`src/hw/rtl/qoi_pkg.sv`:
```
// Shared types, opcodes and sizes for the QOI-style RGB pixel encoder.
// Used by qoi_front, qoi_back and the top level; depends on nothing.
`default_nettype none
package qoi_pkg;

	localparam int TABLE_ENTRIES_DEF = 64;
	localparam int FIFO_DEPTH_DEF    = 4;

	localparam int PX_W     = 24;
	localparam int BUNDLE_N = 5;
	localparam int CNT_W    = 3;

	localparam logic [7:0] OPC_RGB   = 8'hFE;
	localparam logic [7:0] OPC_INDEX = 8'h00;
	localparam logic [7:0] OPC_DIFF  = 8'h40;
	localparam logic [7:0] OPC_LUMA  = 8'h80;
	localparam logic [7:0] OPC_RUN   = 8'hC0;

	// A run is written out once it reaches this length.
	localparam logic [5:0] RUN_LIMIT = 6'd62;
	localparam logic [5:0] RUN_MAX_HELD = RUN_LIMIT - 6'd1;

	// Alpha is fixed at 255 and only the low six bits of the hash matter.
	localparam int HASH_BIAS = (255 * 11) % 64;

	// The opcode bytes that one pixel produces, first byte in the top bits.
	typedef struct packed {
		logic [8*BUNDLE_N-1:0] bytes;
		logic [CNT_W-1:0]      count;
		logic                  last;
	} bundle_t;

	localparam int BUNDLE_W = $bits(bundle_t);

endpackage
`default_nettype wire

```
`src/hw/rtl/qoi_ram.sv`:
```
// Generic single-write, single-read RAM with a registered read port.
// Depends on nothing.
`default_nettype none
module qoi_ram #(
	parameter int WIDTH = 24,
	parameter int DEPTH = 64
) (
	input  wire logic                     clk,
	input  wire logic                     we,
	input  wire logic [$clog2(DEPTH)-1:0] waddr,
	input  wire logic [WIDTH-1:0]         wdata,
	input  wire logic                     re,
	input  wire logic [$clog2(DEPTH)-1:0] raddr,
	output logic      [WIDTH-1:0]         rdata
);

	logic [WIDTH-1:0] mem_q [DEPTH];

	always_ff @(posedge clk) begin
		if (we) begin
			mem_q[waddr] <= wdata;
		end
		if (re) begin
			rdata <= mem_q[raddr];
		end
	end

endmodule
`default_nettype wire

```
`src/hw/rtl/qoi_fifo.sv`:
```
// Small register queue of opcode bundles between the classifier and the byte serializer.
// Depends on nothing but its parameters.
`default_nettype none
module qoi_fifo #(
	parameter int WIDTH = 44,
	parameter int DEPTH = 4
) (
	input  wire logic             clk,
	input  wire logic             arst_n,
	input  wire logic             push,
	input  wire logic [WIDTH-1:0] push_data,
	output logic                  full,
	input  wire logic             pop,
	output logic                  head_valid,
	output logic      [WIDTH-1:0] head_data
);

	localparam int PTR_W = (DEPTH > 1) ? $clog2(DEPTH) : 1;
	localparam int CNT_W = $clog2(DEPTH + 1);

	logic [WIDTH-1:0] mem_q [DEPTH];
	logic [PTR_W-1:0] wr_ptr_q;
	logic [PTR_W-1:0] rd_ptr_q;
	logic [CNT_W-1:0] count_q;
	logic             do_push;
	logic             do_pop;

	assign full       = (count_q == CNT_W'(DEPTH));
	assign head_valid = (count_q != '0);
	assign head_data  = mem_q[rd_ptr_q];
	assign do_push    = push && !full;
	assign do_pop     = pop && head_valid;

	always_ff @(posedge clk) begin
		if (do_push) begin
			mem_q[wr_ptr_q] <= push_data;
		end
	end

	always_ff @(posedge clk or negedge arst_n) begin
		if (!arst_n) begin
			wr_ptr_q <= '0;
			rd_ptr_q <= '0;
			count_q  <= '0;
		end else begin
			if (do_push) begin
				wr_ptr_q <= (wr_ptr_q == PTR_W'(DEPTH - 1)) ? '0 : wr_ptr_q + 1'b1;
			end
			if (do_pop) begin
				rd_ptr_q <= (rd_ptr_q == PTR_W'(DEPTH - 1)) ? '0 : rd_ptr_q + 1'b1;
			end
			if (do_push && !do_pop) begin
				count_q <= count_q + 1'b1;
			end else if (do_pop && !do_push) begin
				count_q <= count_q - 1'b1;
			end
		end
	end

endmodule
`default_nettype wire

```
`src/hw/rtl/qoi_front.sv`:
```
// Front end: accepts pixels, looks them up in the color table and builds opcode bundles.
// Depends on qoi_pkg and qoi_ram.
`default_nettype none
module qoi_front #(
	parameter int TABLE_ENTRIES = qoi_pkg::TABLE_ENTRIES_DEF
) (
	input  wire logic            clk,
	input  wire logic            arst_n,
	input  wire logic            cfg_we,
	input  wire logic            cfg_wdata,
	input  wire logic            in_valid,
	output logic                 in_ready,
	input  wire logic [7:0]      red,
	input  wire logic [7:0]      green,
	input  wire logic [7:0]      blue,
	input  wire logic [7:0]      ref_red,
	input  wire logic [7:0]      ref_green,
	input  wire logic [7:0]      ref_blue,
	input  wire logic            end_of_frame,
	output logic                 push,
	output qoi_pkg::bundle_t     push_bundle,
	input  wire logic            fifo_full
);
	import qoi_pkg::*;

	localparam int SLOT_W = $clog2(TABLE_ENTRIES);

	logic                color_difference_q;
	logic [PX_W-1:0]     last_q;
	logic [5:0]          run_q;
	logic [TABLE_ENTRIES-1:0] tbl_vld_q;

	logic                valid_s1;
	logic [PX_W-1:0]     px_s1;
	logic [SLOT_W-1:0]   slot_s1;
	logic                eof_s1;
	logic                fwd_s1;

	logic                accept;
	logic                retire;
	logic [7:0]          r_in;
	logic [7:0]          g_in;
	logic [7:0]          b_in;
	logic [PX_W-1:0]     px_in;
	logic [11:0]         hash_sum;
	logic [SLOT_W-1:0]   slot_in;
	logic [PX_W-1:0]     rd_data;
	logic [PX_W-1:0]     entry;
	logic                same;
	logic                hit;
	logic                tbl_we;
	logic [5:0]          run_next;

	logic [7:0]          pr;
	logic [7:0]          pg;
	logic [7:0]          pb;
	logic signed [7:0]   dr;
	logic signed [7:0]   dg;
	logic signed [7:0]   db;
	logic signed [7:0]   rr;
	logic signed [7:0]   rb;
	logic [7:0]          dr_b;
	logic [7:0]          dg_b;
	logic [7:0]          db_b;
	logic [7:0]          dg_l;
	logic [7:0]          rr_l;
	logic [7:0]          rb_l;
	logic                is_diff;
	logic                is_luma;
	logic [31:0]         main_bytes;
	logic [CNT_W-1:0]    main_cnt;
	bundle_t             bundle;

	// Pixel as coded, optionally reference minus current per channel.
	assign r_in  = color_difference_q ? ref_red   - red   : red;
	assign g_in  = color_difference_q ? ref_green - green : green;
	assign b_in  = color_difference_q ? ref_blue  - blue  : blue;
	assign px_in = {r_in, g_in, b_in};

	assign hash_sum = 12'(r_in) * 12'd3 + 12'(g_in) * 12'd5 + 12'(b_in) * 12'd7
		+ 12'(HASH_BIAS);
	assign slot_in = hash_sum[SLOT_W-1:0];

	assign accept   = in_valid && in_ready;
	assign retire   = valid_s1 && ((bundle.count == '0) || !fifo_full);
	assign in_ready = !valid_s1 || retire;
	assign push     = valid_s1 && (bundle.count != '0) && !fifo_full;
	assign push_bundle = bundle;

	assign tbl_we = retire && !same && !hit;

	qoi_ram #(
		.WIDTH (PX_W),
		.DEPTH (TABLE_ENTRIES)
	) u_table (
		.clk   (clk),
		.we    (tbl_we),
		.waddr (slot_s1),
		.wdata (px_s1),
		.re    (accept),
		.raddr (slot_in),
		.rdata (rd_data)
	);

	// The item ahead may have written this slot in the cycle of the read; its
	// pixel is then the last pixel. A cleared table reads as black.
	assign entry = tbl_vld_q[slot_s1] ? (fwd_s1 ? last_q : rd_data) : '0;
	assign same  = (px_s1 == last_q);
	assign hit   = (entry == px_s1);

	assign pr = last_q[23:16];
	assign pg = last_q[15:8];
	assign pb = last_q[7:0];
	assign dr = px_s1[23:16] - pr;
	assign dg = px_s1[15:8]  - pg;
	assign db = px_s1[7:0]   - pb;
	assign rr = dr - dg;
	assign rb = db - dg;

	assign is_diff = (dr >= -8'sd2) && (dr <= 8'sd1) && (dg >= -8'sd2) && (dg <= 8'sd1)
		&& (db >= -8'sd2) && (db <= 8'sd1);
	assign is_luma = (dg >= -8'sd32) && (dg <= 8'sd31) && (rr >= -8'sd8) && (rr <= 8'sd7)
		&& (rb >= -8'sd8) && (rb <= 8'sd7);

	assign dr_b = dr + 8'd2;
	assign dg_b = dg + 8'd2;
	assign db_b = db + 8'd2;
	assign dg_l = dg + 8'd32;
	assign rr_l = rr + 8'd8;
	assign rb_l = rb + 8'd8;

	always_comb begin
		if (hit) begin
			main_bytes = {OPC_INDEX | 8'(slot_s1), 24'd0};
			main_cnt   = CNT_W'(1);
		end else if (is_diff) begin
			main_bytes = {OPC_DIFF | {2'b00, dr_b[1:0], dg_b[1:0], db_b[1:0]}, 24'd0};
			main_cnt   = CNT_W'(1);
		end else if (is_luma) begin
			main_bytes = {OPC_LUMA | {2'b00, dg_l[5:0]}, rr_l[3:0], rb_l[3:0], 16'd0};
			main_cnt   = CNT_W'(2);
		end else begin
			main_bytes = {OPC_RGB, px_s1};
			main_cnt   = CNT_W'(4);
		end
	end

	always_comb begin
		bundle.last = eof_s1;
		run_next    = '0;
		if (same) begin
			// A repeat extends the run; it is written once full or at frame end.
			if (run_q == RUN_MAX_HELD || eof_s1) begin
				bundle.bytes = {OPC_RUN | {2'b00, run_q}, 32'd0};
				bundle.count = CNT_W'(1);
			end else begin
				bundle.bytes = '0;
				bundle.count = '0;
				run_next     = run_q + 6'd1;
			end
		end else if (run_q != '0) begin
			bundle.bytes = {OPC_RUN | {2'b00, run_q - 6'd1}, main_bytes};
			bundle.count = main_cnt + CNT_W'(1);
		end else begin
			bundle.bytes = {main_bytes, 8'd0};
			bundle.count = main_cnt;
		end
	end

	always_ff @(posedge clk or negedge arst_n) begin
		if (!arst_n) begin
			color_difference_q <= 1'b0;
			last_q             <= '0;
			run_q              <= '0;
			tbl_vld_q          <= '0;
			valid_s1           <= 1'b0;
			fwd_s1             <= 1'b0;
		end else begin
			if (cfg_we) begin
				color_difference_q <= cfg_wdata;
			end
			if (retire) begin
				if (eof_s1) begin
					last_q    <= '0;
					run_q     <= '0;
					tbl_vld_q <= '0;
				end else begin
					last_q <= px_s1;
					run_q  <= run_next;
					if (tbl_we) begin
						tbl_vld_q[slot_s1] <= 1'b1;
					end
				end
			end
			if (accept) begin
				valid_s1 <= 1'b1;
				fwd_s1   <= tbl_we && (slot_in == slot_s1);
			end else if (retire) begin
				valid_s1 <= 1'b0;
			end
		end
	end

	always_ff @(posedge clk) begin
		if (accept) begin
			px_s1   <= px_in;
			slot_s1 <= slot_in;
			eof_s1  <= end_of_frame;
		end
	end

	assert property (@(posedge clk) disable iff (!arst_n) run_q <= RUN_MAX_HELD)
		else $error("run length exceeds the longest run held between pixels");
	assert property (@(posedge clk) disable iff (!arst_n)
		valid_s1 && eof_s1 |-> bundle.count != '0)
		else $error("end-of-frame pixel produced no bytes");
	assert property (@(posedge clk) disable iff (!arst_n)
		retire && eof_s1 |=> run_q == '0 && last_q == '0 && tbl_vld_q == '0)
		else $error("state not cleared after end of frame");
	assert property (@(posedge clk) disable iff (!arst_n)
		valid_s1 && same |-> bundle.count <= CNT_W'(1))
		else $error("repeated pixel produced more than one byte");

endmodule
`default_nettype wire

```
`src/hw/rtl/qoi_back.sv`:
```
// Back end: takes opcode bundles from the queue and sends them out one byte per transaction.
// Depends on qoi_pkg.
`default_nettype none
module qoi_back (
	input  wire logic        clk,
	input  wire logic        arst_n,
	input  wire logic        head_valid,
	input  qoi_pkg::bundle_t head_bundle,
	output logic             pop,
	output logic             out_valid,
	input  wire logic        out_ready,
	output logic [7:0]       out_byte,
	output logic             last_byte
);
	import qoi_pkg::*;

	logic [8*BUNDLE_N-1:0] cur_bytes_q;
	logic [CNT_W-1:0]      cur_left_q;
	logic                  cur_last_q;
	logic                  done;

	assign out_valid = (cur_left_q != '0);
	assign out_byte  = cur_bytes_q[8*BUNDLE_N-1 -: 8];
	assign last_byte = cur_last_q && (cur_left_q == CNT_W'(1));

	// The holding register frees up when it is empty or its final byte leaves.
	assign done = (cur_left_q == '0) || (out_ready && cur_left_q == CNT_W'(1));
	assign pop  = done && head_valid;

	always_ff @(posedge clk or negedge arst_n) begin
		if (!arst_n) begin
			cur_left_q <= '0;
			cur_last_q <= 1'b0;
		end else if (pop) begin
			cur_left_q <= head_bundle.count;
			cur_last_q <= head_bundle.last;
		end else if (done) begin
			cur_left_q <= '0;
		end else if (out_ready) begin
			cur_left_q <= cur_left_q - CNT_W'(1);
		end
	end

	always_ff @(posedge clk) begin
		if (pop) begin
			cur_bytes_q <= head_bundle.bytes;
		end else if (out_ready && out_valid) begin
			cur_bytes_q <= {cur_bytes_q[8*BUNDLE_N-9:0], 8'd0};
		end
	end

endmodule
`default_nettype wire

```
`src/hw/rtl/qoi_rgb_pixel_encoder.sv`:
```
// QOI-style RGB opcode encoder, top level; depends on qoi_pkg, qoi_front, qoi_fifo, qoi_back.
// Throughput: one pixel per cycle while pixels yield at most one byte and out_ready holds;
// the output port moves one byte per cycle while out_ready is high and bytes are waiting.
// Reset clears all state at once: color table valid bits, last pixel, run, queue and
// the color_difference register; there is no clearing pass.
`default_nettype none
module qoi_rgb_pixel_encoder #(
	parameter int TABLE_ENTRIES = qoi_pkg::TABLE_ENTRIES_DEF,
	parameter int FIFO_DEPTH    = qoi_pkg::FIFO_DEPTH_DEF
) (
	input  wire logic       clk,
	input  wire logic       arst_n,
	input  wire logic       cfg_we,
	input  wire logic       cfg_wdata,
	input  wire logic       in_valid,
	output logic            in_ready,
	input  wire logic [7:0] red,
	input  wire logic [7:0] green,
	input  wire logic [7:0] blue,
	input  wire logic [7:0] ref_red,
	input  wire logic [7:0] ref_green,
	input  wire logic [7:0] ref_blue,
	input  wire logic       end_of_frame,
	output logic            out_valid,
	input  wire logic       out_ready,
	output logic [7:0]      out_byte,
	output logic            last_byte
);
	import qoi_pkg::*;

	logic    push;
	bundle_t push_bundle;
	logic    fifo_full;
	logic    pop;
	logic    head_valid;
	bundle_t head_bundle;

	qoi_front #(
		.TABLE_ENTRIES (TABLE_ENTRIES)
	) u_front (
		.clk          (clk),
		.arst_n       (arst_n),
		.cfg_we       (cfg_we),
		.cfg_wdata    (cfg_wdata),
		.in_valid     (in_valid),
		.in_ready     (in_ready),
		.red          (red),
		.green        (green),
		.blue         (blue),
		.ref_red      (ref_red),
		.ref_green    (ref_green),
		.ref_blue     (ref_blue),
		.end_of_frame (end_of_frame),
		.push         (push),
		.push_bundle  (push_bundle),
		.fifo_full    (fifo_full)
	);

	qoi_fifo #(
		.WIDTH (BUNDLE_W),
		.DEPTH (FIFO_DEPTH)
	) u_fifo (
		.clk        (clk),
		.arst_n     (arst_n),
		.push       (push),
		.push_data  (push_bundle),
		.full       (fifo_full),
		.pop        (pop),
		.head_valid (head_valid),
		.head_data  (head_bundle)
	);

	qoi_back u_back (
		.clk         (clk),
		.arst_n      (arst_n),
		.head_valid  (head_valid),
		.head_bundle (head_bundle),
		.pop         (pop),
		.out_valid   (out_valid),
		.out_ready   (out_ready),
		.out_byte    (out_byte),
		.last_byte   (last_byte)
	);

endmodule
`default_nettype wire

```
`config.mk`:
```
export PLATFORM = sky130hd
export DESIGN_NAME = qoi_rgb_pixel_encoder
export DESIGN_NICKNAME = d
export VERILOG_FILES = /design/src/hw/rtl/qoi_pkg.sv /design/src/hw/rtl/qoi_ram.sv /design/src/hw/rtl/qoi_fifo.sv /design/src/hw/rtl/qoi_front.sv /design/src/hw/rtl/qoi_back.sv /design/src/hw/rtl/qoi_rgb_pixel_encoder.sv
export SDC_FILE = /design/constraint.sdc
export NUM_CORES = 2
export LEC_CHECK = 0
export ABC_AREA = 0
export BUFFER_PORTS_ARGS = -buffer_cell sky130_fd_sc_hd__buf_2
export CAP_MARGIN = 30
export CORE_UTILIZATION = 55
export DETAILED_ROUTE_END_ITERATION = 16
export PLACE_DENSITY = 0.81
export SLEW_MARGIN = 20
export SYNTH_ARGS = -nofsm -noshare
export SYNTH_HDL_FRONTEND = slang
export SYNTH_SLANG_ARGS = --single-unit
```
`constraint.sdc`:
```
create_clock -name clk -period 10 [get_ports clk]
set_input_delay 3 -clock clk [delete_from_list [all_inputs] [get_ports clk]]
set_output_delay 3 -clock clk [all_outputs]
set_load 0.01 [all_outputs]
```
* After elaboration in Yosys (flattened, before gate mapping)
Memory sizes are Yosys's and may differ from the RTL's. A register that Yosys moved wholly into a read port is not among the register bits.
Cells that the tools add are included.
** Cells by class
- Add/sub/neg operators :: 25
- Multipliers :: 3
- Divide/modulo/power cells :: 0
- Order comparisons :: 14
- Equality and inequality tests :: 8
- Shift operators :: 0
- Mux-type cells :: 39
- Bitwise logic cells :: 1
- Reduce and logical (&&, ||, !) cells :: 48
** Operators with widths (count)
- $mux 43 :: 3
- $mux 64 :: 2
- $mux 40 :: 2
- $mux 24 :: 3
- $mux 32 :: 2
- $or 64x64->64 :: 1
- $sub 8x8->8 :: 8
- $eq 24x24->1 :: 2
- $mux 31 :: 1
- $logic_and 1x1->1 :: 26
- $ge 8x2->1 const B :: 3
- $le 8x2->1 const B :: 3
- $mux 3 :: 8
- $mux 8 :: 3
- $mux 6 :: 3
- $ge 8x4->1 const B :: 2
- $le 8x4->1 const B :: 2
- $mul 8x3->6 const B :: 2
- $add 6x6->6 :: 2
- $add 6x6->6 const B :: 2
- $reduce_bool 3->1 :: 4
- $add 4x4->4 const B :: 2
- $ge 8x6->1 const B :: 1
- $le 8x6->1 const B :: 1
- other kinds (24) :: 50
** Storage, ports and cells
- Bits in registers :: 179
- Latch bits :: 0
- Bits in writable memories :: 1712
- Bits in read-only memories :: 0
- Input port bits :: 55
- Logic and storage cells :: 155
- Memories :: 2
** Memories
- u_front.u_table.mem_q :: depth 64, bits a word 24, read ports 1, clocked after memory_dff 1, write ports 1, line qoi_ram.sv:17 : logic [WIDTH-1:0] mem_q [DEPTH];
- u_fifo.mem_q :: depth 4, bits a word 44, read ports 1, clocked after memory_dff 0, write ports 1, line qoi_fifo.sv:21 : logic [WIDTH-1:0] mem_q [DEPTH];

* Depth between registers and ports, before layout
- Depth after elaboration :: 21
- Mapped depth :: 29
- Depth with buffers taken out :: 27

* By module
A second synthesis with hierarchy kept.
** Second synthesis, totals
- Cells, all modules :: 4361
- Area total of the unflattened synthesis :: 80360.8 um^2
** Modules (own cells, without submodules)
- qoi_ram :: instances 1, cells an instance 2610, area each 59535.8 um^2, seq. area each 46844.9 um^2
- qoi_front :: instances 1, cells an instance 1358, area each 11937.7 um^2, seq. area each 3358.2 um^2
- qoi_fifo :: instances 1, cells an instance 267, area each 6870.3 um^2, seq. area each 5460.2 um^2
- qoi_back :: instances 1, cells an instance 126, area each 2016.9 um^2, seq. area each 1301.2 um^2

* Least setup slack after synthesis
Ideal clock, no wire load.
- Path kind :: input port to flip-flop
- Start point :: in ref_blue[0]
- End point :: reg u_front.u_table.rdata[10], read port of u_front.u_table.mem_q, data pin
- Arrival :: 9.171 ns
- Data required time :: 9.728 ns
- Setup slack :: 0.557 ns
- Stages :: 17
- Buffers on the path :: 2
- Cells stage by stage :: inv_1 -> ha_1 -> inv_1 -> fa_1 -> xnor2_1 -> a21oi_1 -> fa_1 -> fa_1 -> fa_1 -> fa_1 -> ha_1 -> fa_1 -> xor2_1 -> clkbuf_1 -> clkbuf_1 -> mux4_2 -> mux4_2
** On the way
- Cells in the longest elaborated chain, start to end :: 5
** RTL lines
- from (decl) :: line qoi_rgb_pixel_encoder.sv:22 : input wire logic [7:0] ref_blue,
- $sub 8x8->8 :: line qoi_front.sv:77 : assign b_in = color_difference_q ? ref_blue - blue : blue;
- $mux 8 :: line qoi_front.sv:77
- net u_front.b_in[2] :: line qoi_front.sv:43 : logic [7:0] b_in;
- $mul 8x3->6 :: line qoi_front.sv:80 : assign hash_sum = 12'(r_in) * 12'd3 + 12'(g_in) * 12'd5 + 12'(b_in) * 12'd7
- $add 6x6->6 :: line qoi_front.sv:80
- $add 6x6->6 :: line qoi_front.sv:81 : + 12'(HASH_BIAS);
- to (decl) :: line qoi_ram.sv:14 : output logic [WIDTH-1:0] rdata
The timed path passes the listed nets, and every way through them passes these cells.
A chain may end at the register's enable or synchronous reset.

==> summary.md <==
| Metric | Value |
|---|---|
| Pre-CTS setup slack | `0.4945 ns` |
| Total GRT Usage | `about 30%` |
| Die area | `145700 sq um` |
| Clock Tree Buf Depth | `3` |
| Post-synth top area cell | `edfxtp_1` |
| Sequential area share after synthesis | `a little under three quarters` |
| EDFF count, synth | `approximately 1800` |
| Commonest non-fill, non-tap cell in the layout | `edfxtp_1` |
| CP Capture Type | `primary output` |
| Worst path bufs/invs | `3` |
| Starting DRT DRC Count | `between 6000 and 7000` |
| Crit-path max FO | `21` |
| TritonCTS clock tree | `built` |
| CTS Buf Count | `between 150 and 200` |
| Crit path top cell by count | `a21oi_1` |
| Crit Reg-Reg Endpoint | `u_front.u_table.mem_q[3][2]` |
| Vias/cell | `roughly 6.9` |
| Final RePlAce weighted congestion | `0.9206` |
| DRC | `0` |
| Post-synth top area share | `between 60% and 70%` |
| IO buf count | `65` |
| Vias post-DR | `~43000` |
| Share of cells above drive strength 1 | `between 20% and 30%` |
| Syn nets | `roughly 4200` |
| Max transition margin | `about 25%` |
| Distinct cells, synth | `78` |
| Hold depth | `1` |
| First-pass GRT wire length | `306.9 mm` |
| Root buf cell | `clkbuf_16` |
| Largest cells by area after synthesis | `edfxtp_1 68%, mux4_2 16%, dfrtp_1 3.4%, ha_1 1.3%, nor2_1 0.89%` |
| Site Rows | `around 140` |
| Post-route cell area | `slightly below 90000 sq um` |
| Share of flip-flops with an asynchronous set or reset | `under 10%` |
| Commonest non-fill, non-tap cells in the layout | `1807 x edfxtp_1, 554 x mux4_2, 180 x clkbuf_16` |
| Min Tclk post-route | `between 9 and 10 ns` |
| Placed cell area | `about 83000 sq um` |
| R2R setup slack | `between 1.5 and 2 ns` |
| GRT overflow | `0` |
| Worst path required time | `~7.0 ns` |
| Delay-heaviest family, CP | `compound AO/OA/AOI/OAI gates` |
| Die height | `about 380 microns` |
| Post-CTS Resized | `0` |
| Core Region | `roughly 140000 sq um` |
| Final worst slack | `between 0.2 and 0.25 ns` |
| Least-Margin Pin Slew | `roughly 1.1 ns` |
| Syn-to-layout area delta | `11.96%` |
| Final net count | `approximately 4300` |
| Most used DFF post-synth | `edfxtp_1` |
| Clock transition at the registers of the reported paths | `about 0.07 ns` |
| Period utilization | `roughly 98%` |
| Starting Density | `55.72%` |
| TNS Setup | `0 ns` |
| Hold endpoint | `u_back.cur_left_q[1]` |
| Sink Count | `~1900` |
| Final clock skew | `roughly 0.065 ns` |
| Fillers | `roughly 9000` |
| Initial antenna violation count | `13` |
| Num ports | `between 60 and 70` |
| Setup violators final | `0` |
| WL final | `~220 mm` |
| Yosys warnings | `0` |
| Largest net degree at the start of global routing | `approximately 90` |
| CP max-delay cell | `edfxtp_1` |
| Clock H-tree levels | `4` |
| Min-delay src | `u_back.cur_left_q[1]` |
| Min-delay worst type | `flip-flop to flip-flop` |
| Final Hold Fails | `0` |
| WP data arrival | `between 6 and 7 ns` |
| DR pass1 iterations | `8` |
| Die W | `roughly 380 microns` |
| R2R depth | `19` |
| CP max stage delay | `about 0.8 ns` |
| Run status | `finished, final reports clean` |
| DR WL/cell | `roughly 35 microns` |
| Cell area after synthesis | `79280 sq um` |
| Type of the worst setup path | `flip-flop to primary output` |
| Synth Instances | `between 3000 and 4000` |
| Critical path, cell by cell | `buf_4 -> mux2_2 -> a2bb2oi_1 -> nand3_1 -> nand4_1 -> or4_1 -> a211o_1 -> a2111oi_2 -> nand4_2 -> nand2_2 -> ha_1 -> a21oi_1 -> a21oi_1 -> o31ai_2 -> o2111a_1 -> inv_1 -> buf_2` |
| Max-slew violations | `0` |
| Unrepaired setup endpoints after global routing | `false` |
| Clock Latency Late Sink | `~0.85 ns` |
| Avg Inst Size Synth | `between 15 and 20 sq um` |
| F_max | `roughly 100 MHz` |
| Max cap viols | `0` |
| Dpl hpwl | `approximately 120 mm` |
| Antenna viol nets, final | `0` |
| Worst Setup Start Kind | `flip-flop` |
| Vias in the first global route | `42540` |
| Seq cells post-synth | `approximately 1900` |
| Reg2reg start | `u_front.slot_s1[0]` |
## area by class of cell
class | count | area [sq um] | share of cell area (%)
clock buffers | 229 | 4708 | 5.304
well taps | 1890 | 2365 | 2.664
clock inverters | 100 | 1069 | 1.204
inverters | 118 | 442.9 | 0.4990
multi-input cells | 1736 | 21280 | 23.98
repair buffers | 227 | 1923 | 2.167
flip-flops and latches | 1915 | 56970 | 64.18
diodes | 2 | 5.005 | 0.005638
## cell families after synthesis
| group | after synthesis | synth area share (%) |
|---|---|---|
| fa+ha+maj | 109 | 1.973 |
| flops | 1915 | 71.85 |
| compound gates | 345 | 3.079 |
| xor+xnor | 88 | 1.024 |
| simple gates | 557 | 3.482 |
| buf+inv | 341 | 1.714 |
| mux | 637 | 16.87 |
## per-layer routing
layer	vias up	global-route usage (%)	wire length [microns]
li1	16760	-	-
met2	3423	48.33	105700
met5	-	0	134
met4	18	12.62	10160
met1	22290	38.99	74610
met3	616	6.474	24460
## synth_stat cells (37+ instances only)
master    count
a21oi_1      54
a31oi_1      50
buf_1        46
clkbuf_1    141
dfrtp_1     108
edfxtp_1   1807
ha_1         81
inv_1       117
mux2_2       50
mux4_2      554
nand2_1      88
nand3_1      37
nor2_1      187
nor3_1       69
o21ai_0      65
xnor2_1      44
xor2_1       41
## per-stage QoR
step / instances / hold WS (ns) / util (%)
after floorplan: 3992 / 0.4640 / -
after global placement: 5877 / 0.4795 / 58.17
after detailed placement: 5882 / 0.4872 / 58.26
after CTS: 6211 / 0.5022 / 62.32
after global routing: 6215 / 0.5217 / 62.38
final: 6217 / 0.4973 / 62.39
## flip-flops by register name (all words and copies together) (netlist names)
name,count
u_front.eof_s1,1
u_front.u_table.mem_q,1536
u_fifo.wr_ptr_q,2
u_front.slot_s1,6
u_front.px_s1,24
u_fifo.mem_q,176
u_front.valid_s1,1
u_back.cur_last_q,1
u_back.cur_bytes_q,40
u_fifo.rd_ptr_q,2
u_front.run_q,6
u_front.fwd_s1,1
u_front.u_table.rdata,24
u_back.cur_left_q,3
u_front.tbl_vld_q,64
u_fifo.count_q,3
u_front.color_difference_q,1
u_front.last_q,24
## worst max-delay path by stage
stage / slack (ns) / startpoint / end / depth (start not counted)
after floorplan: 0.56 / ref_blue[0] / u_front.u_table.rdata[10] / 17
after global placement: 0.52 / ref_red[0] / u_front.u_table.rdata[10] / 26
after detailed placement: 0.49 / ref_red[0] / u_front.u_table.rdata[14] / 26
after CTS: 0.21 / u_front.slot_s1[1] / in_ready / 16
after global routing: 0.03 / u_front.slot_s1[0] / in_ready / 17
final: 0.21 / u_front.slot_s1[0] / in_ready / 17
## timing repair
action	4_1_cts	5_1_grt
hold buffers	0	0
setup buffers	0	2
endpoints found under the setup margin	0	1
Power is not shown: default switching activity piles up to over one toggle a cycle in this logic, so the estimate is an artifact.
